--- src/sv/tdrc_pkg.sv ---
// Package for the TCP destination rewrite and checksum block.
// Holds shared types, register codes, reset values and the ones'-complement add.
// No dependencies.
`default_nettype none

package tdrc_pkg;

  // Default sizing of the block.
  localparam int MAX_SEG_BYTES_DEF = 2048;
  localparam int POOL_SIZE_DEF     = 2;

  // Protocol constants.
  localparam logic [7:0]  TCP_PROTO  = 8'd6;
  localparam int          CKSUM_WORD = 8;
  localparam int          SUM_W      = 16;

  // Depth of the segment queue between the front and the back.
  localparam int QUEUE_DEPTH = 4;

  // Configuration port geometry.
  localparam int CFG_ADDR_W = 5;
  localparam int CFG_DATA_W = 32;

  // Register indexes.
  localparam logic [2:0] REG_BALANCER_IP  = 3'd0;
  localparam logic [2:0] REG_SERVICE_PORT = 3'd1;
  localparam logic [2:0] REG_BACKEND_CNT  = 3'd2;
  localparam logic [2:0] REG_BACKEND_IP0  = 3'd3;
  localparam logic [2:0] REG_BACKEND_IP1  = 3'd4;

  // Register reset values.
  localparam logic [31:0] BALANCER_IP_RST  = 32'hC0A8_7AF7;
  localparam logic [15:0] SERVICE_PORT_RST = 16'd8003;
  localparam logic [1:0]  BACKEND_CNT_RST  = 2'd1;
  localparam logic [31:0] BACKEND_IP0_RST  = 32'hC0A8_7A23;
  localparam logic [31:0] BACKEND_IP1_RST  = 32'hA9FE_0917;

  // Current configuration as seen by the datapath.
  typedef struct packed {
    logic [31:0] balancer_ip;
    logic [15:0] service_port;
    logic [1:0]  backend_count;
    logic [31:0] backend_ip_zero;
    logic [31:0] backend_ip_one;
  } cfg_t;

  // Summary of one finished segment, passed from the front to the back.
  typedef struct packed {
    logic [SUM_W-1:0] sum;
    logic [31:0]      src_ip;
    logic             src_port0;
    logic             match;
    logic             too_long;
    logic [SUM_W-1:0] len;
  } seg_rec_t;

  // 16-bit ones'-complement add with end-around carry.
  function automatic logic [SUM_W-1:0] oc_add(input logic [SUM_W-1:0] a,
                                               input logic [SUM_W-1:0] b);
    logic [SUM_W:0] s;
    s = {1'b0, a} + {1'b0, b};
    return s[SUM_W-1:0] + {{(SUM_W-1){1'b0}}, s[SUM_W]};
  endfunction

endpackage

`default_nettype wire

--- src/sv/tdrc_seg_if.sv ---
// Input channel of the block: one TCP segment word per item.
// No dependencies.
`default_nettype none

interface tdrc_seg_if;
  logic        valid;
  logic        ready;
  logic [15:0] seg_word;
  logic        odd_last;
  logic        last_word;
  logic [31:0] src_ip;
  logic [31:0] orig_dst_ip;
  logic [7:0]  ip_protocol;

  modport source (output valid, seg_word, odd_last, last_word, src_ip, orig_dst_ip,
                  ip_protocol, input ready);
  modport sink (input valid, seg_word, odd_last, last_word, src_ip, orig_dst_ip,
                ip_protocol, output ready);
endinterface

`default_nettype wire

--- src/sv/tdrc_res_if.sv ---
// Result channel of the block: one rewrite decision per segment.
// No dependencies.
`default_nettype none

interface tdrc_res_if;
  logic        valid;
  logic        ready;
  logic        forward;
  logic        backend_index;
  logic [31:0] new_dst_ip;
  logic [15:0] new_checksum;

  modport source (output valid, forward, backend_index, new_dst_ip, new_checksum,
                  input ready);
  modport sink (input valid, forward, backend_index, new_dst_ip, new_checksum,
                output ready);
endinterface

`default_nettype wire

--- src/sv/tdrc_cfg.sv ---
// Configuration registers behind the APB-style port.
// Depends on tdrc_pkg.
`default_nettype none

module tdrc_cfg (
  input  wire logic                           clk,
  input  wire logic                           rst_n,
  input  wire logic                           psel,
  input  wire logic                           penable,
  input  wire logic                           pwrite,
  input  wire logic [tdrc_pkg::CFG_ADDR_W-1:0] paddr,
  input  wire logic [tdrc_pkg::CFG_DATA_W-1:0] pwdata,
  output logic      [tdrc_pkg::CFG_DATA_W-1:0] prdata,
  output logic                                pready,
  output tdrc_pkg::cfg_t                      cfg
);
  import tdrc_pkg::*;

  cfg_t       cfg_r;
  logic       wr_en;
  logic [2:0] reg_idx;

  assign pready  = 1'b1;
  assign wr_en   = psel && penable && pwrite;
  assign reg_idx = paddr[4:2];
  assign cfg     = cfg_r;

  // Register writes; unknown indexes are ignored.
  always_ff @(posedge clk) begin
    if (!rst_n) begin
      cfg_r.balancer_ip     <= BALANCER_IP_RST;
      cfg_r.service_port    <= SERVICE_PORT_RST;
      cfg_r.backend_count   <= BACKEND_CNT_RST;
      cfg_r.backend_ip_zero <= BACKEND_IP0_RST;
      cfg_r.backend_ip_one  <= BACKEND_IP1_RST;
    end else if (wr_en) begin
      case (reg_idx)
        REG_BALANCER_IP:  cfg_r.balancer_ip     <= pwdata;
        REG_SERVICE_PORT: cfg_r.service_port    <= pwdata[15:0];
        REG_BACKEND_CNT:  cfg_r.backend_count   <= pwdata[1:0];
        REG_BACKEND_IP0:  cfg_r.backend_ip_zero <= pwdata;
        REG_BACKEND_IP1:  cfg_r.backend_ip_one  <= pwdata;
        default: ;
      endcase
    end
  end

  // Read mux.
  always_comb begin
    case (reg_idx)
      REG_BALANCER_IP:  prdata = cfg_r.balancer_ip;
      REG_SERVICE_PORT: prdata = {16'd0, cfg_r.service_port};
      REG_BACKEND_CNT:  prdata = {30'd0, cfg_r.backend_count};
      REG_BACKEND_IP0:  prdata = cfg_r.backend_ip_zero;
      REG_BACKEND_IP1:  prdata = cfg_r.backend_ip_one;
      default:          prdata = '0;
    endcase
  end

endmodule

`default_nettype wire

--- src/sv/tdrc_front.sv ---
// Front part: accepts segment words, folds the running sum and classifies the segment.
// Depends on tdrc_pkg and tdrc_seg_if.
`default_nettype none

module tdrc_front #(
  parameter int MAX_SEG_BYTES = tdrc_pkg::MAX_SEG_BYTES_DEF
) (
  input  wire logic             clk,
  input  wire logic             rst_n,
  tdrc_seg_if.sink              in_ch,
  input  wire tdrc_pkg::cfg_t   cfg,
  input  wire logic             q_full,
  output logic                  q_push,
  output tdrc_pkg::seg_rec_t    q_rec
);
  import tdrc_pkg::*;

  localparam int COUNT_CAP = MAX_SEG_BYTES / 2 + 2;
  localparam int CNT_W     = $clog2(COUNT_CAP + 1);
  localparam int LEN_W     = CNT_W + 1;

  logic [SUM_W-1:0] sum_r, sum_nxt;
  logic [CNT_W-1:0] wc_r, wc_nxt;
  logic [31:0]      src_ip_r, src_ip_cur;
  logic             port0_r, port0_cur;
  logic             hdr_r, hdr_cur;
  logic             pmatch_r, pmatch_cur;
  logic             accept, first, second;
  logic [15:0]      word_eff;
  logic [LEN_W-1:0] len_full;
  logic             too_long;

  assign in_ch.ready = !q_full;
  assign accept      = in_ch.valid && in_ch.ready;
  assign first       = (wc_r == '0);
  assign second      = (wc_r == CNT_W'(1));

  // The odd final byte is padded with zero.
  assign word_eff = (in_ch.last_word && in_ch.odd_last) ?
                    {in_ch.seg_word[15:8], 8'h00} : in_ch.seg_word;

  // The checksum word position contributes nothing to the sum.
  assign sum_nxt = (wc_r != CNT_W'(CKSUM_WORD)) ? oc_add(sum_r, word_eff) : sum_r;
  assign wc_nxt  = (wc_r < CNT_W'(COUNT_CAP)) ? wc_r + CNT_W'(1) : wc_r;

  // Header fields seen on this word or held from earlier ones.
  assign src_ip_cur = first ? in_ch.src_ip : src_ip_r;
  assign port0_cur  = first ? in_ch.seg_word[0] : port0_r;
  assign hdr_cur    = first ? ((in_ch.orig_dst_ip == cfg.balancer_ip) &&
                               (in_ch.ip_protocol == TCP_PROTO)) : hdr_r;
  assign pmatch_cur = second ? (in_ch.seg_word == cfg.service_port) : pmatch_r;

  // Segment length in bytes and the overlength check.
  assign len_full = {wc_nxt, 1'b0} - {{CNT_W{1'b0}}, in_ch.odd_last};
  assign too_long = (wc_nxt >= CNT_W'(COUNT_CAP)) ||
                    (len_full > LEN_W'(MAX_SEG_BYTES));

  // Segment summary handed to the back on the last word.
  assign q_push          = accept && in_ch.last_word;
  assign q_rec.sum       = sum_nxt;
  assign q_rec.src_ip    = src_ip_cur;
  assign q_rec.src_port0 = port0_cur;
  assign q_rec.match     = hdr_cur && pmatch_cur && !too_long;
  assign q_rec.too_long  = too_long;
  assign q_rec.len       = SUM_W'(len_full);

  // Per-segment state, cleared after the last word.
  always_ff @(posedge clk) begin
    if (!rst_n) begin
      sum_r    <= '0;
      wc_r     <= '0;
      src_ip_r <= '0;
      port0_r  <= 1'b0;
      hdr_r    <= 1'b0;
      pmatch_r <= 1'b0;
    end else if (accept) begin
      if (in_ch.last_word) begin
        sum_r    <= '0;
        wc_r     <= '0;
        src_ip_r <= '0;
        port0_r  <= 1'b0;
        hdr_r    <= 1'b0;
        pmatch_r <= 1'b0;
      end else begin
        sum_r    <= sum_nxt;
        wc_r     <= wc_nxt;
        src_ip_r <= src_ip_cur;
        port0_r  <= port0_cur;
        hdr_r    <= hdr_cur;
        pmatch_r <= pmatch_cur;
      end
    end
  end

  // The word count saturates at its cap.
  a_wc_cap: assert property (@(posedge clk) disable iff (!rst_n)
    wc_r <= CNT_W'(COUNT_CAP))
    else $error("word count above cap");

endmodule

`default_nettype wire

--- src/sv/tdrc_queue.sv ---
// Short queue of segment summaries between the front and the back.
// Depends on tdrc_pkg.
`default_nettype none

module tdrc_queue (
  input  wire logic               clk,
  input  wire logic               rst_n,
  input  wire logic               push,
  input  wire tdrc_pkg::seg_rec_t push_rec,
  input  wire logic               pop,
  output tdrc_pkg::seg_rec_t      pop_rec,
  output logic                    full,
  output logic                    empty
);
  import tdrc_pkg::*;

  localparam int PTR_W = $clog2(QUEUE_DEPTH);
  localparam int CNT_W = $clog2(QUEUE_DEPTH + 1);

  seg_rec_t         mem_r [QUEUE_DEPTH];
  logic [PTR_W-1:0] wr_ptr_r, rd_ptr_r;
  logic [CNT_W-1:0] count_r;

  assign full    = (count_r == CNT_W'(QUEUE_DEPTH));
  assign empty   = (count_r == '0);
  assign pop_rec = mem_r[rd_ptr_r];

  // Entry storage.
  always_ff @(posedge clk) begin
    if (push) begin
      mem_r[wr_ptr_r] <= push_rec;
    end
  end

  // Pointers and fill count.
  always_ff @(posedge clk) begin
    if (!rst_n) begin
      wr_ptr_r <= '0;
      rd_ptr_r <= '0;
      count_r  <= '0;
    end else begin
      if (push) begin
        wr_ptr_r <= wr_ptr_r + PTR_W'(1);
      end
      if (pop) begin
        rd_ptr_r <= rd_ptr_r + PTR_W'(1);
      end
      if (push && !pop) begin
        count_r <= count_r + CNT_W'(1);
      end else if (pop && !push) begin
        count_r <= count_r - CNT_W'(1);
      end
    end
  end

  a_no_overflow: assert property (@(posedge clk) disable iff (!rst_n)
    push |-> !full)
    else $error("push into full queue");

  a_no_underflow: assert property (@(posedge clk) disable iff (!rst_n)
    pop |-> !empty)
    else $error("pop from empty queue");

  a_count_bound: assert property (@(posedge clk) disable iff (!rst_n)
    count_r <= CNT_W'(QUEUE_DEPTH))
    else $error("queue count out of range");

endmodule

`default_nettype wire

--- src/sv/tdrc_back.sv ---
// Back part: picks the backend, folds in the pseudo-header and holds the result.
// Depends on tdrc_pkg and tdrc_res_if.
`default_nettype none

module tdrc_back #(
  parameter int POOL_SIZE = tdrc_pkg::POOL_SIZE_DEF
) (
  input  wire logic               clk,
  input  wire logic               rst_n,
  input  wire tdrc_pkg::cfg_t     cfg,
  input  wire tdrc_pkg::seg_rec_t q_rec,
  input  wire logic               q_empty,
  output logic                    q_pop,
  tdrc_res_if.source              out_ch
);
  import tdrc_pkg::*;

  typedef enum logic [2:0] {
    S_IDLE = 3'b001,
    S_ADD  = 3'b010,
    S_OUT  = 3'b100
  } state_t;

  // Pseudo-header fold steps.
  localparam logic [1:0] STEP_SRC = 2'd0;
  localparam logic [1:0] STEP_DST = 2'd1;
  localparam logic [1:0] STEP_LEN = 2'd2;

  state_t           state_r, state_nxt;
  logic [1:0]       step_r;
  logic [SUM_W-1:0] acc_r, acc_nxt;
  logic [SUM_W-1:0] term_a, term_b;
  seg_rec_t         rec_r;
  logic             idx_r, idx_sel;
  logic [31:0]      dst_r;
  logic             fwd_r;
  logic [SUM_W-1:0] cks_r;

  assign q_pop = (state_r == S_IDLE) && !q_empty;

  // Backend choice: source port modulo the clamped backend count.
  assign idx_sel = (POOL_SIZE >= 2) && (cfg.backend_count >= 2'd2) && q_rec.src_port0;

  // Two pseudo-header terms per step.
  always_comb begin
    case (step_r)
      STEP_SRC: begin
        term_a = rec_r.src_ip[31:16];
        term_b = rec_r.src_ip[15:0];
      end
      STEP_DST: begin
        term_a = dst_r[31:16];
        term_b = dst_r[15:0];
      end
      default: begin
        term_a = {8'd0, TCP_PROTO};
        term_b = rec_r.len;
      end
    endcase
    acc_nxt = oc_add(oc_add(acc_r, term_a), term_b);
  end

  // Sequencer.
  always_comb begin
    state_nxt = state_r;
    case (state_r)
      S_IDLE:  if (!q_empty) state_nxt = S_ADD;
      S_ADD:   if (step_r == STEP_LEN) state_nxt = S_OUT;
      S_OUT:   if (out_ch.ready) state_nxt = S_IDLE;
      default: state_nxt = S_IDLE;
    endcase
  end

  always_ff @(posedge clk) begin
    if (!rst_n) begin
      state_r <= S_IDLE;
    end else begin
      state_r <= state_nxt;
    end
  end

  // Working registers and the result register.
  always_ff @(posedge clk) begin
    if (q_pop) begin
      rec_r  <= q_rec;
      acc_r  <= q_rec.sum;
      step_r <= STEP_SRC;
      idx_r  <= idx_sel;
      dst_r  <= idx_sel ? cfg.backend_ip_one : cfg.backend_ip_zero;
    end else if (state_r == S_ADD) begin
      acc_r  <= acc_nxt;
      step_r <= step_r + 2'd1;
      if (step_r == STEP_LEN) begin
        fwd_r <= rec_r.match;
        cks_r <= rec_r.too_long ? '0 : ~acc_nxt;
      end
    end
  end

  assign out_ch.valid         = (state_r == S_OUT);
  assign out_ch.forward       = fwd_r;
  assign out_ch.backend_index = idx_r;
  assign out_ch.new_dst_ip    = dst_r;
  assign out_ch.new_checksum  = cks_r;

  // A result appears only right after the last fold step.
  a_out_after_add: assert property (@(posedge clk) disable iff (!rst_n)
    $rose(out_ch.valid) |-> $past(state_r == S_ADD && step_r == STEP_LEN))
    else $error("result without a finished fold");

  // The fold never runs past its last step.
  a_step_bound: assert property (@(posedge clk) disable iff (!rst_n)
    (state_r == S_ADD) |-> (step_r <= STEP_LEN))
    else $error("fold step out of range");

endmodule

`default_nettype wire

--- src/sv/tcp_dest_rewrite_checksum.sv ---
// TCP destination rewrite and checksum block, top level.
// Depends on tdrc_pkg, tdrc_seg_if, tdrc_res_if, tdrc_cfg, tdrc_front, tdrc_queue, tdrc_back.
//
// Usage:
//   in_ch carries one 16-bit segment word per item, first byte in the upper half;
//   src_ip, orig_dst_ip and ip_protocol are sampled on the first word of a segment,
//   last_word ends it and odd_last marks a single byte in its upper half.
//   out_ch carries one result per segment: forward flag, backend index, new
//   destination address and the TCP checksum over pseudo-header and segment.
//   Registers are written through the APB-style port at byte address 4*index; the user must
//   write them only while the block is idle, unchecked by the block; pready is always high.
// Timing:
//   The front takes one word per cycle while the queue is not full. The summary of
//   each segment is queued when its last word is taken. The back handles one segment
//   at a time: it takes the summary, runs three pseudo-header fold steps and holds the
//   result until taken, so segments shorter than five words are limited by the back.
//   A four-entry queue between front and back absorbs bursts of short segments.
// Reset and stall:
//   Reset (rst_n low, synchronous) loads register defaults and empties the queue.
//   While out_ch is stalled the result holds; the front keeps taking words until
//   the queue is full, then drops in_ch.ready.
`default_nettype none

module tcp_dest_rewrite_checksum #(
  parameter int MAX_SEG_BYTES = tdrc_pkg::MAX_SEG_BYTES_DEF,
  parameter int POOL_SIZE     = tdrc_pkg::POOL_SIZE_DEF
) (
  input  wire logic                            clk,
  input  wire logic                            rst_n,
  tdrc_seg_if.sink                             in_ch,
  tdrc_res_if.source                           out_ch,
  input  wire logic                            psel,
  input  wire logic                            penable,
  input  wire logic                            pwrite,
  input  wire logic [tdrc_pkg::CFG_ADDR_W-1:0] paddr,
  input  wire logic [tdrc_pkg::CFG_DATA_W-1:0] pwdata,
  output logic      [tdrc_pkg::CFG_DATA_W-1:0] prdata,
  output logic                                 pready
);
  import tdrc_pkg::*;

  cfg_t     cfg;
  seg_rec_t push_rec, pop_rec;
  logic     q_push, q_pop, q_full, q_empty;

  // Configuration registers.
  tdrc_cfg u_cfg (
    .clk     (clk),
    .rst_n   (rst_n),
    .psel    (psel),
    .penable (penable),
    .pwrite  (pwrite),
    .paddr   (paddr),
    .pwdata  (pwdata),
    .prdata  (prdata),
    .pready  (pready),
    .cfg     (cfg)
  );

  // Word intake and segment classification.
  tdrc_front #(
    .MAX_SEG_BYTES (MAX_SEG_BYTES)
  ) u_front (
    .clk    (clk),
    .rst_n  (rst_n),
    .in_ch  (in_ch),
    .cfg    (cfg),
    .q_full (q_full),
    .q_push (q_push),
    .q_rec  (push_rec)
  );

  // Segment summary queue.
  tdrc_queue u_queue (
    .clk      (clk),
    .rst_n    (rst_n),
    .push     (q_push),
    .push_rec (push_rec),
    .pop      (q_pop),
    .pop_rec  (pop_rec),
    .full     (q_full),
    .empty    (q_empty)
  );

  // Backend choice, pseudo-header fold and result register.
  tdrc_back #(
    .POOL_SIZE (POOL_SIZE)
  ) u_back (
    .clk     (clk),
    .rst_n   (rst_n),
    .cfg     (cfg),
    .q_rec   (pop_rec),
    .q_empty (q_empty),
    .q_pop   (q_pop),
    .out_ch  (out_ch)
  );

endmodule

`default_nettype wire
--- src/flat_wrapper.sv ---
// flat-port wrapper written by rule: the top's interface ports become plain ports
module tcp_dest_rewrite_checksum_flat import tdrc_pkg::*;
#(
  parameter int MAX_SEG_BYTES = tdrc_pkg::MAX_SEG_BYTES_DEF,
  parameter int POOL_SIZE     = tdrc_pkg::POOL_SIZE_DEF
)
  (clk, rst_n, psel, penable, pwrite, paddr, pwdata, prdata, pready, in_ch_valid, in_ch_seg_word, in_ch_odd_last, in_ch_last_word, in_ch_src_ip, in_ch_orig_dst_ip, in_ch_ip_protocol, in_ch_ready, out_ch_valid, out_ch_forward, out_ch_backend_index, out_ch_new_dst_ip, out_ch_new_checksum, out_ch_ready);
  tdrc_seg_if in_ch_i ();
  tdrc_res_if out_ch_i ();
  input  wire logic clk;
  input  wire logic rst_n;
  input  wire logic psel;
  input  wire logic penable;
  input  wire logic pwrite;
  input  wire logic [tdrc_pkg::CFG_ADDR_W-1:0] paddr;
  input  wire logic [tdrc_pkg::CFG_DATA_W-1:0] pwdata;
  output logic      [tdrc_pkg::CFG_DATA_W-1:0] prdata;
  output logic pready;
  input wire logic [$bits(in_ch_i.valid)-1:0] in_ch_valid;
  input wire logic [$bits(in_ch_i.seg_word)-1:0] in_ch_seg_word;
  input wire logic [$bits(in_ch_i.odd_last)-1:0] in_ch_odd_last;
  input wire logic [$bits(in_ch_i.last_word)-1:0] in_ch_last_word;
  input wire logic [$bits(in_ch_i.src_ip)-1:0] in_ch_src_ip;
  input wire logic [$bits(in_ch_i.orig_dst_ip)-1:0] in_ch_orig_dst_ip;
  input wire logic [$bits(in_ch_i.ip_protocol)-1:0] in_ch_ip_protocol;
  output wire logic [$bits(in_ch_i.ready)-1:0] in_ch_ready;
  output wire logic [$bits(out_ch_i.valid)-1:0] out_ch_valid;
  output wire logic [$bits(out_ch_i.forward)-1:0] out_ch_forward;
  output wire logic [$bits(out_ch_i.backend_index)-1:0] out_ch_backend_index;
  output wire logic [$bits(out_ch_i.new_dst_ip)-1:0] out_ch_new_dst_ip;
  output wire logic [$bits(out_ch_i.new_checksum)-1:0] out_ch_new_checksum;
  input wire logic [$bits(out_ch_i.ready)-1:0] out_ch_ready;
  assign in_ch_i.valid = in_ch_valid;
  assign in_ch_i.seg_word = in_ch_seg_word;
  assign in_ch_i.odd_last = in_ch_odd_last;
  assign in_ch_i.last_word = in_ch_last_word;
  assign in_ch_i.src_ip = in_ch_src_ip;
  assign in_ch_i.orig_dst_ip = in_ch_orig_dst_ip;
  assign in_ch_i.ip_protocol = in_ch_ip_protocol;
  assign in_ch_ready = in_ch_i.ready;
  assign out_ch_valid = out_ch_i.valid;
  assign out_ch_forward = out_ch_i.forward;
  assign out_ch_backend_index = out_ch_i.backend_index;
  assign out_ch_new_dst_ip = out_ch_i.new_dst_ip;
  assign out_ch_new_checksum = out_ch_i.new_checksum;
  assign out_ch_i.ready = out_ch_ready;
  tcp_dest_rewrite_checksum #(.MAX_SEG_BYTES(MAX_SEG_BYTES), .POOL_SIZE(POOL_SIZE)) u_core (.clk(clk), .rst_n(rst_n), .in_ch(in_ch_i), .out_ch(out_ch_i), .psel(psel), .penable(penable), .pwrite(pwrite), .paddr(paddr), .pwdata(pwdata), .prdata(prdata), .pready(pready));
endmodule
--- config.mk ---
export PLATFORM = sky130hd
export DESIGN_NAME = tcp_dest_rewrite_checksum_flat
export DESIGN_NICKNAME = d
export VERILOG_FILES = /design/src/sv/tdrc_pkg.sv /design/src/sv/tdrc_seg_if.sv /design/src/sv/tdrc_res_if.sv /design/src/sv/tdrc_cfg.sv /design/src/sv/tdrc_front.sv /design/src/sv/tdrc_queue.sv /design/src/sv/tdrc_back.sv /design/src/sv/tcp_dest_rewrite_checksum.sv /design/src/flat_wrapper.sv
export SDC_FILE = /design/constraint.sdc
export NUM_CORES = 1
export LEC_CHECK = 0
export BUFFER_PORTS_ARGS = -buffer_cell sky130_fd_sc_hd__buf_2
export CAP_MARGIN = 20
export CELL_PAD_IN_SITES_DETAIL_PLACEMENT = 0
export CELL_PAD_IN_SITES_GLOBAL_PLACEMENT = 2
export CORE_MARGIN = 4
export CORE_UTILIZATION = 44
export DETAILED_ROUTE_END_ITERATION = 10
export HOLD_SLACK_MARGIN = 0.06
export PLACE_DENSITY = 0.87
export SLEW_MARGIN = 5
export SYNTH_ARGS = -nofsm -noshare
export SYNTH_HDL_FRONTEND = slang
export SYNTH_SLANG_ARGS = --single-unit
--- constraint.sdc ---
create_clock -name clk -period 14.38 [get_ports clk]
set_clock_uncertainty 0.15 [all_clocks]
set_input_delay 2.876 -clock clk [delete_from_list [all_inputs] [get_ports clk]]
set_output_delay 2.876 -clock clk [all_outputs]
set_load 0.05 [all_outputs]
==> flow_summary.json, run 1 <==
{
  "clock-sinks": 554,
  "status": "completed",
  "synthAdderAreaFrac_pct": 3.461,
  "cp_top_family": "simple AND/OR/NAND/NOR gates",
  "post_dp_cell_area_mm2": 0.02830,
  "numPortBuffers": 215,
  "routabilityCongestion": 0.8789,
  "synth_cell_types": 78,
  "synth_compound_area_share_pct": 10.70,
  "ys.flop_type": "edfxtp_1",
  "fin_nets": 2745,
  "ant_nets": 0,
  "fin_crit_ns": 8.985,
  "grt_pass1_wl_mm": 111.8,
  "worstSetupPathType": "flop to flop",
  "viasPerCell": 5.656,
  "insertedDiodeCount": 0,
  "crit_required_ns": 14.60,
  "finalSetupViolCount": 0,
  "postCtsSetupRepairBufs": 0,
  "fp.coreArea_mm2": 0.05935,
  "yosys_warnings": 0,
  "path_max_fanout": 33,
  "worstSkewPairLatency_ns": 0.62,
  "synthesis.area_mm2": 0.02654,
  "num_rows": 89,
  "syn-num-nets": 2569,
  "p_leak_nw": 11.21,
  "drive_gt1_share_pct": 17.92,
  "synth_area_leader_cell": "edfxtp_1",
  "fmax_mhz": 111.3,
  "synth.avg_cell_area_um2": 11.23,
  "cts_hold_buf": 0,
  "irDropWorstVdd_v": 0.0002282,
  "hp-class": "flop to flop",
  "io_pins": 219,
  "ys_seq_area_share_pct": 55.52,
  "grt_pass1_vias": 18430,
  "fp.dieW_um": 253.6,
  "syn_inst": 2364,
  "synth_xor_area_share_pct": 4.620,
  "numCtsBuffers": 57,
  "clockRootBuffer": "clkbuf_16",
  "wl_mm": 74.57,
  "drtIter0Drc": 1594,
  "firstDrtPassIters": 5,
  "critPathBufInv": 4,
  "setup_tns_ns": 0,
  "cts_htree_levels": 2,
  "power_density_mw_per_mm2": 245.6,
  "dr_total_vias": 19010,
  "worstPathArrival_ns": 9.20,
  "rsz0062_at_grt": "false",
  "path_clk_slew_ns": 0.06,
  "power.total_w": 0.007424,
  "syn2layout_area_growth_pct": 13.88,
  "antenna_found_initial": 0,
  "final_cell_area_mm2": 0.03022,
  "cts_tree": "yes",
  "utilization_pct": 50.92,
  "max_stage_delay_ns": 0.42,
  "synthMuxAreaShare_pct": 7.831,
  "worstMarginPinSlew_ns": 1.009,
  "overflow": 0,
  "hold_violations": 0,
  "die_height_um": 253.6,
  "grt_usage_pct": 22.67,
  "synthSimpleGateAreaFrac_pct": 15.32,
  "synth_seq_cells": 554,
  "dp_hpwl_mm": 52.73,
  "synth_top_family_by_area": "simple AND/OR/NAND/NOR gates",
  "synthDominantCellAreaShare_pct": 41.19,
  "start_util_pct": 44.71,
  "cts_resized": 0,
  "drv_cap": 0,
  "synth_edf_count": 364,
  "min_period_over_period_pct": 62.49,
  "critPathSlowestCell": "ha_1",
  "start_kind": "flop",
  "drc_errors": 0,
  "maxSlewViolCount": 0,
  "design.die.area_mm2": 0.06431,
  "worstSetupEndpointType": "flop",
  "crit_top_cell": "ha_1",
  "clockBufferDepth": 3,
  "grt_max_degree": 104,
  "wl_per_cell_um": 22.18,
  "netlist_top_cells_area": "edfxtp_1, dfxtp_1, nand2_1",
  "async_flop_share_pct": 0,
  "relSlewSlack_pct": 32.73
}
flip-flops by register name, summed over array words and instances (netlist names), 2 cells and up, named ones only:
signal                             flops
u_core.u_back.out_ch.new_checksum     16
u_core.u_back.acc_r                   16
u_core.u_queue.rd_ptr_r                2
u_core.u_cfg.cfg                     114
u_core.u_front.sum_r                  16
u_core.u_queue.count_r                 3
u_core.u_queue.wr_ptr_r                2
u_core.u_back.rec_r                   46
u_core.u_back.step_r                   2
u_core.u_back.out_ch.new_dst_ip       32
u_core.u_front.wc_r                   11
u_core.u_front.src_ip_r               32
u_core.u_back.state_r                  3
u_core.u_queue.mem_r                 252
cell usage after synthesis (all sizes together), types with 4 or more instances:
library cell	n
or2	11
edfxtp	364
o211ai	4
o31a	4
a21boi	62
mux4	63
nor3b	6
nor4b	5
a22o	18
a21oi	71
o2111ai	6
nor2	134
a211oi	12
inv	45
o21a	9
clkbuf	114
buf	10
o21bai	6
a21o	10
dfxtp	190
nor3	18
nand3	86
a31oi	7
mux2	39
xor2	75
and3	11
fa	4
a2111oi	5
ha	67
o311ai	4
or3	11
mux2i	22
nand2b	9
o31ai	4
and2	34
nor2b	66
nand4	13
o21ai	86
xnor2	65
nand2	450
nor4	23
a22oi	77
layout make-up:
type | count | area, um2
clock buffers | 74 | 1531
clock inverters | 34 | 346.6
fillers | 5196 | 29130
inverters | 45 | 170.2
multi-input cells | 1641 | 11170
flip-flops and latches | 554 | 14740
well taps | 773 | 967.2
repair buffers | 241 | 1297
kinds of logic after synthesis:
logic type	count (synthesis)
simple gates	891
xor+xnor	140
fa+ha+maj	71
flops	554
mux	124
other cells	1
compound gates	414
buf+inv	169
per-layer routing:
| metal | vias up | part of all wire, % | GRT usage, % |
|---|---|---|---|
| met5 | - | 0 | 0 |
| met4 | 0 | 2.3 | 5.500 |
| met3 | 100 | 5.6 | 2.988 |
| met2 | 574 | 47 | 36.60 |
| met1 | 9406 | 45 | 32.82 |
| li1 | 8934 | - | - |
per-stage QoR:
step,std cells,hold slack (ns),worst slack [ns]
global placement,3251,0.2582,5.532
global route,3362,0.3189,4.616
detailed placement,3251,0.2999,5.276
CTS,3359,0.3139,5.250
floorplan,2364,0.2503,6.439
finish,3362,0.3066,5.395
report_power, final:
group	switching [W]	internal, W	total [W]
Combinational	0.00236	0.00137	0.00373
Clock	0.000619	0.000860	0.00148
Sequential	0.000130	0.00209	0.00222
cell usage in the layout, fill, tap and decap left out, drive strengths merged, types with 6 or more instances in the layout:
cell type    n
nand2      450
edfxtp     364
buf        241
dfxtp      190
nor2       134
o21ai       86
nand3       86
a22oi       77
xor2        75
clkbuf      74
a21oi       71
ha          67
nor2b       66
xnor2       65
mux4        63
a21boi      62
inv         45
mux2        39
and2        34
clkinv      26
nor4        23
mux2i       22
a22o        18
nor3        18
nand4       13
a211oi      12
or2         11
or3         11
and3        11
a21o        10
nand2b       9
o21a         9
a31oi        7
o21bai       6
o2111ai      6
nor3b        6
bufinv       6
final timing paths:
kind,startpoint,to,slack (ns),cells after the start
max,u_core.u_back.step_r[0]$_SDFFE_PP0P_,u_core.u_back.acc_r[14]$_DFFE_PP_,5.39,41
min reg2reg,u_core.u_back.rec_r[17]$_DFFE_PP_,u_core.u_back.out_ch.forward$_DFFE_PP_,0.31,0
max reg2reg,u_core.u_back.step_r[0]$_SDFFE_PP0P_,u_core.u_back.acc_r[14]$_DFFE_PP_,5.39,41
min,u_core.u_back.rec_r[17]$_DFFE_PP_,u_core.u_back.out_ch.forward$_DFFE_PP_,0.31,0
worst reg2reg max path: cells and delay by family (launching register included):
kind | cells | cell delay (ns)
muxes | 1 | 0.30
xor gates and xnor gates | 2 | 0.31
DFF | 1 | 0.33
adders and majority gates | 7 | 1.75
buffers and inverters | 4 | 0.63
AOI/OAI and AO/OA | 10 | 2.15
and+or+nand+nor | 17 | 3.15
(Power assumes the default switching activity.)
==> inputs of run 2 (changes only) <==
Settings changed: CORE_UTILIZATION 44 to 36, PLACE_DENSITY 0.87 to 0.76.
Clock period 14.38 ns to 7.4 ns, I/O delays scaled along.
==> flow_summary.json, run 2 (synthesized netlist as in run 1, its figures left out) <==
{
  "fillers": 6828,
  "wl_mm": 81.31,
  "status": "completed",
  "finalSetupViolCount": 0,
  "clockRootBuffer": "clkbuf_16",
  "worstSetupEndpointType": "flop",
  "path_max_fanout": 14,
  "relSlewSlack_pct": 33.09,
  "critPathBufInv": 4,
  "power_density_mw_per_mm2": 523.3,
  "fmax_mhz": 139.9,
  "maxSlewViolCount": 0,
  "start_util_pct": 36.37,
  "clockBufferDepth": 3,
  "insertedDiodeCount": 0,
  "numPortBuffers": 215,
  "cp_top_family": "simple AND/OR/NAND/NOR gates",
  "grt_pass1_wl_mm": 120.9,
  "dp_hpwl_mm": 58.12,
  "overflow": 0,
  "power.total_w": 0.01664,
  "wl_per_cell_um": 22.20,
  "drv_cap": 0,
  "worstMarginPinSlew_ns": 1.004,
  "max_stage_delay_ns": 0.35,
  "routabilityCongestion": 0.8417,
  "start_kind": "flop",
  "clock-sinks": 554,
  "p_leak_nw": 11.93,
  "numCtsBuffers": 60,
  "min_period_over_period_pct": 96.63,
  "top_register": "u_core.u_queue.mem_r",
  "dr_total_vias": 19370,
  "syn2layout_area_growth_pct": 19.85,
  "dr_wl_met2_mm": 39.27,
  "rsz0062_at_grt": "true",
  "design.die.area_mm2": 0.07812,
  "utilization_pct": 43.60,
  "largest_register_ffs": 252,
  "critPathSlowestCell": "dfxtp_2",
  "grt_pass1_vias": 19100,
  "cts_tree": "yes",
  "cts_htree_levels": 2,
  "fp.coreArea_mm2": 0.07296,
  "grt_max_degree": 96,
  "viasPerCell": 5.287,
  "hp-class": "flop to flop",
  "layout_common_cells": "nand2_1, edfxtp_1, buf_2, dfxtp_1, buf_4",
  "hold_violations": 0,
  "drtIter0Drc": 1521,
  "fin_crit_ns": 7.150,
  "worstPathArrival_ns": 7.32,
  "io_pins": 219,
  "path_clk_slew_ns": 0.06,
  "antenna_found_initial": 3,
  "irDropWorstVdd_v": 0.0004944,
  "drc_errors": 0,
  "firstDrtPassIters": 6,
  "drive_gt1_share_pct": 23.93,
  "ant_nets": 0,
  "wl_met1_mm": 36.14,
  "fin_nets": 2858,
  "crit_required_ns": 7.57,
  "worstSkewPairLatency_ns": 0.65,
  "fp.dieW_um": 279.5,
  "grt_usage_pct": 20.22,
  "die_height_um": 279.5,
  "wl_met3_mm": 3.803,
  "top_layer": "met4",
  "final_common_cell": "nand2_1",
  "worstSetupPathType": "flop to flop",
  "num_rows": 99
}
run 2: cell types whose count changed in the layout (fill, tap and decap cells not counted), moves of 5 or more:
cell | before | now
buf_4 | 25 | 134
clkinv_1 | 10 | 5
ha_1 | 67 | 57
ha_4 | 0 | 6
o21ai_0 | 86 | 77
o21ai_1 | 0 | 5
xnor2_1 | 65 | 59
xnor2_2 | 0 | 6
run 2: what timing repair did:
item                       in CTS  in global routing
setup buffers                  12                 12
hold buffers                    0                  0
setup endpoints to repair      17                 20
gates resized for setup        22                 63
pin swaps                      11                 37
run 2: final cells by class:
| class | count | area, um2 | share of cell area, % |
|---|---|---|---|
| inverters | 45 | 175.2 | 0.5507 |
| multi-input cells | 1641 | 11510 | 36.17 |
| flip-flops and latches | 554 | 14740 | 46.36 |
| repair buffers | 351 | 2127 | 6.687 |
| well taps | 959 | 1200 | 3.772 |
| clock buffers | 75 | 1608 | 5.055 |
| clock inverters | 38 | 446.7 | 1.404 |
run 2: path summary, 6_finish.rpt:
check	from	endpoint	slack [ns]	depth (start not counted)
hold / removal	u_core.u_back.rec_r[17]$_DFFE_PP_	u_core.u_back.out_ch.forward$_DFFE_PP_	0.27	0
setup / recovery	u_core.u_back.step_r[1]$_SDFFE_PP0P_	u_core.u_back.out_ch.new_checksum[13]$_SDFFCE_PP0P_	0.25	39
hold reg to reg	u_core.u_back.rec_r[17]$_DFFE_PP_	u_core.u_back.out_ch.forward$_DFFE_PP_	0.27	0
setup reg to reg	u_core.u_back.step_r[1]$_SDFFE_PP0P_	u_core.u_back.out_ch.new_checksum[13]$_SDFFCE_PP0P_	0.25	39
run 2: power breakdown:
part	internal [W]	switching, W	leakage, nW
combinational	0.00403	0.00520	6.05
sequential	0.00406	0.000280	4.88
clock	0.00180	0.00128	1.01
total	0.00988	0.00676	11.9
run 2: routing by layer:
metal  GRT usage (%)  up-vias
met5               0        -
met3           2.159      110
met2           33.94      484
li1                -     9159
met1           28.12     9615
met4           5.431        0
run 2: worst register-to-register path, delay by kind of cell (launching register included):
kind / cells / cell delay (ns)
buf+inv: 4 / 0.39
xor+xnor: 2 / 0.42
fa+ha+maj: 5 / 1.22
simple gates: 18 / 2.91
compound gates: 10 / 1.48
flops: 1 / 0.35
run 2: metrics by stage:
step	area [um2]	TNS [ns]	hold slack (ns)	instances	setup slack, ns
2_1_floorplan	26550	0	0.2503	2364	0.007607
3_3_place_gp	29200	-2.543	0.2557	3526	-0.2431
3_5_place_dp	29230	-3.484	0.2629	3527	-0.3045
4_1_cts	31450	0	0.2788	3652	0.02707
5_1_grt	31810	-0.6165	0.2870	3663	-0.1226
6_report	31810	0	0.2745	3663	0.2496
==> inputs of run 3 (changes only) <==
Settings changed: PLACE_DENSITY 0.76 to default, PLACE_DENSITY_LB_ADDON from default to 0.1.
==> flow_summary.json, run 3 (synthesized netlist as in run 1, its figures left out) <==
{
  "status": "completed",
  "irDropWorstVdd_v": 0.0004557,
  "crit_top_cell": "ha_1",
  "min_period_over_period_pct": 94.43,
  "path_max_fanout": 6,
  "maxSlewViolCount": 0,
  "num_rows": 99,
  "overflow": 0,
  "drc_errors": 0,
  "drtIter0Drc": 1312,
  "insertedDiodeCount": 0,
  "hold_path_end": "u_core.u_back.out_ch.forward$_DFFE_PP_",
  "max_stage_delay_ns": 0.35,
  "p_leak_nw": 11.74,
  "numCtsBuffers": 61,
  "design.die.area_mm2": 0.07812,
  "io_pins": 219,
  "start_util_pct": 36.37,
  "path_clk_slew_ns": 0.06,
  "worstPathArrival_ns": 7.19,
  "fin_nets": 2842,
  "wl_per_cell_um": 23.05,
  "fmax_mhz": 143.1,
  "worstSkewPairLatency_ns": 0.66,
  "hold_depth": 0,
  "relSlewSlack_pct": 29.47,
  "rr_worst_depth": 38,
  "cts_tree": "yes",
  "worstSetupPathType": "flop to flop",
  "hp-class": "flop to flop",
  "cts_hold_buf": 0,
  "syn2layout_area_growth_pct": 18.39,
  "critPathSlowestCell": "dfxtp_1",
  "crit-reg2reg-launch": "u_core.u_back.step_r[1]$_SDFFE_PP0P_",
  "final_common_cell": "nand2_1",
  "firstDrtPassIters": 8,
  "numPortBuffers": 215,
  "start_kind": "flop",
  "largest_register_ffs": 252,
  "dp_hpwl_mm": 60.15,
  "wl_mm": 84.12,
  "clock-sinks": 554,
  "regToRegEndpoint": "u_core.u_back.acc_r[14]$_DFFE_PP_",
  "grt_pass1_vias": 18990,
  "grt_pass1_wl_mm": 123.8,
  "viasPerCell": 5.236,
  "antenna_found_initial": 2,
  "drv_cap": 0,
  "critPathBufInv": 4,
  "grt_max_degree": 87,
  "utilization_pct": 43.06,
  "routabilityCongestion": 0.8547,
  "hold_violations": 0,
  "layout_common_cells": "nand2_1, edfxtp_1, buf_2, dfxtp_1, nor2_1",
  "top_register": "u_core.u_queue.mem_r",
  "instances_no_fill": 3649,
  "fp.coreArea_mm2": 0.07296,
  "dpl.cell_count": 3529,
  "cp_top_family": "compound AO/OA/AOI/OAI gates",
  "place_ws_ns": -0.2812,
  "dr_total_vias": 19110,
  "clockBufferDepth": 3,
  "worstMarginPinSlew_ns": 1.049,
  "drive_gt1_share_pct": 22.53,
  "crit_required_ns": 7.61,
  "ant_nets": 0,
  "fp.dieW_um": 279.5,
  "cts_htree_levels": 2,
  "finalSetupViolCount": 0,
  "die_height_um": 279.5,
  "clockRootBuffer": "clkbuf_16",
  "worstSetupEndpointType": "flop",
  "ff2ff_setup_slack_ns": 0.41,
  "power_density_mw_per_mm2": 513.3,
  "fin_crit_ns": 6.988,
  "worstHoldStart": "u_core.u_back.rec_r[17]$_DFFE_PP_",
  "grt_usage_pct": 21.09,
  "setup_ws_ns": 0.4123
}
-- run 3: cell count changes in the layout (fill, tap and decap cells not counted), moves of 4 or more --
cell	delta
buf_4	-16
ha_1	+6
clkinv_1	+4
ha_4	-4
xnor2_1	+4
xnor2_2	-4
-- run 3: per-stage QoR --
| stage | total power (W) | hold slack (ns) | area [um2] | setup TNS (ns) |
|---|---|---|---|---|
| 6_report | 0.01613 | 0.3164 | 31420 | 0 |
| 5_1_grt | 0.01724 | 0.3429 | 31420 | -0.04888 |
| 4_1_cts | 0.01602 | 0.3133 | 31260 | 0 |
| 3_5_place_dp | 0.01286 | 0.2984 | 29230 | -2.014 |
| 3_3_place_gp | 0.01279 | 0.3044 | 29230 | -1.250 |
| 2_1_floorplan | 0.009524 | 0.2503 | 26550 | 0 |
-- run 3: where the power goes --
group	internal, W	total, W	switching [W]
Clock	0.00169	0.00300	0.00131
Combinational	0.00374	0.00881	0.00507
Sequential	0.00405	0.00432	0.000263
-- run 3: worst max-delay path by stage --
stage | slack [ns] | startpoint | depth (start not counted) | endpoint
3_3_place_gp | -0.24 | u_core.u_back.step_r[1]$_SDFFE_PP0P_ | 40 | u_core.u_back.acc_r[14]$_DFFE_PP_
6_report | 0.41 | u_core.u_back.step_r[1]$_SDFFE_PP0P_ | 38 | u_core.u_back.acc_r[14]$_DFFE_PP_
5_1_grt | -0.02 | u_core.u_back.step_r[0]$_SDFFE_PP0P_ | 41 | u_core.u_back.acc_r[14]$_DFFE_PP_
2_1_floorplan | 0.008 | u_core.u_back.step_r[0]$_SDFFE_PP0P_ | 43 | u_core.u_back.acc_r[14]$_DFFE_PP_
3_5_place_dp | -0.28 | u_core.u_back.step_r[1]$_SDFFE_PP0P_ | 40 | u_core.u_back.acc_r[14]$_DFFE_PP_
4_1_cts | 0.002 | u_core.u_back.step_r[0]$_SDFFE_PP0P_ | 41 | u_core.u_back.acc_r[14]$_DFFE_PP_
-- run 3: routing by layer --
layer,share of wire (%),GRT usage (%)
met5,0,0
met4,1.9,4.319
met3,5.3,3.909
met2,48,35.49
met1,44,28.75
-- run 3: worst register-to-register path: cells and delay by family, from the launching register on --
family,cells,cell delay (ns)
muxes,1,0.28
and+or+nand+nor,14,1.77
adders and majority gates,6,1.41
AOI/OAI and AO/OA,11,1.99
xor gates and xnor gates,2,0.26
DFF,1,0.35
buffers and inverters,4,0.50
-- run 3: cell type report --
cell class | instances | area (um2)
multi-input combinational | 1641 | 11340
timing repair buffer | 334 | 1979
clock buffer | 72 | 1598
tap | 959 | 1200
clock inverter | 44 | 386.6
sequential | 554 | 14740
inverter | 45 | 170.2
fill | 6901 | 41540
-- run 3: what timing repair did --
action	4_1_cts	5_1_grt
endpoints found under the setup margin	18	28
resized for setup	12	37
buffers inserted	0	4
gates cloned	0	0
pin swaps	4	12
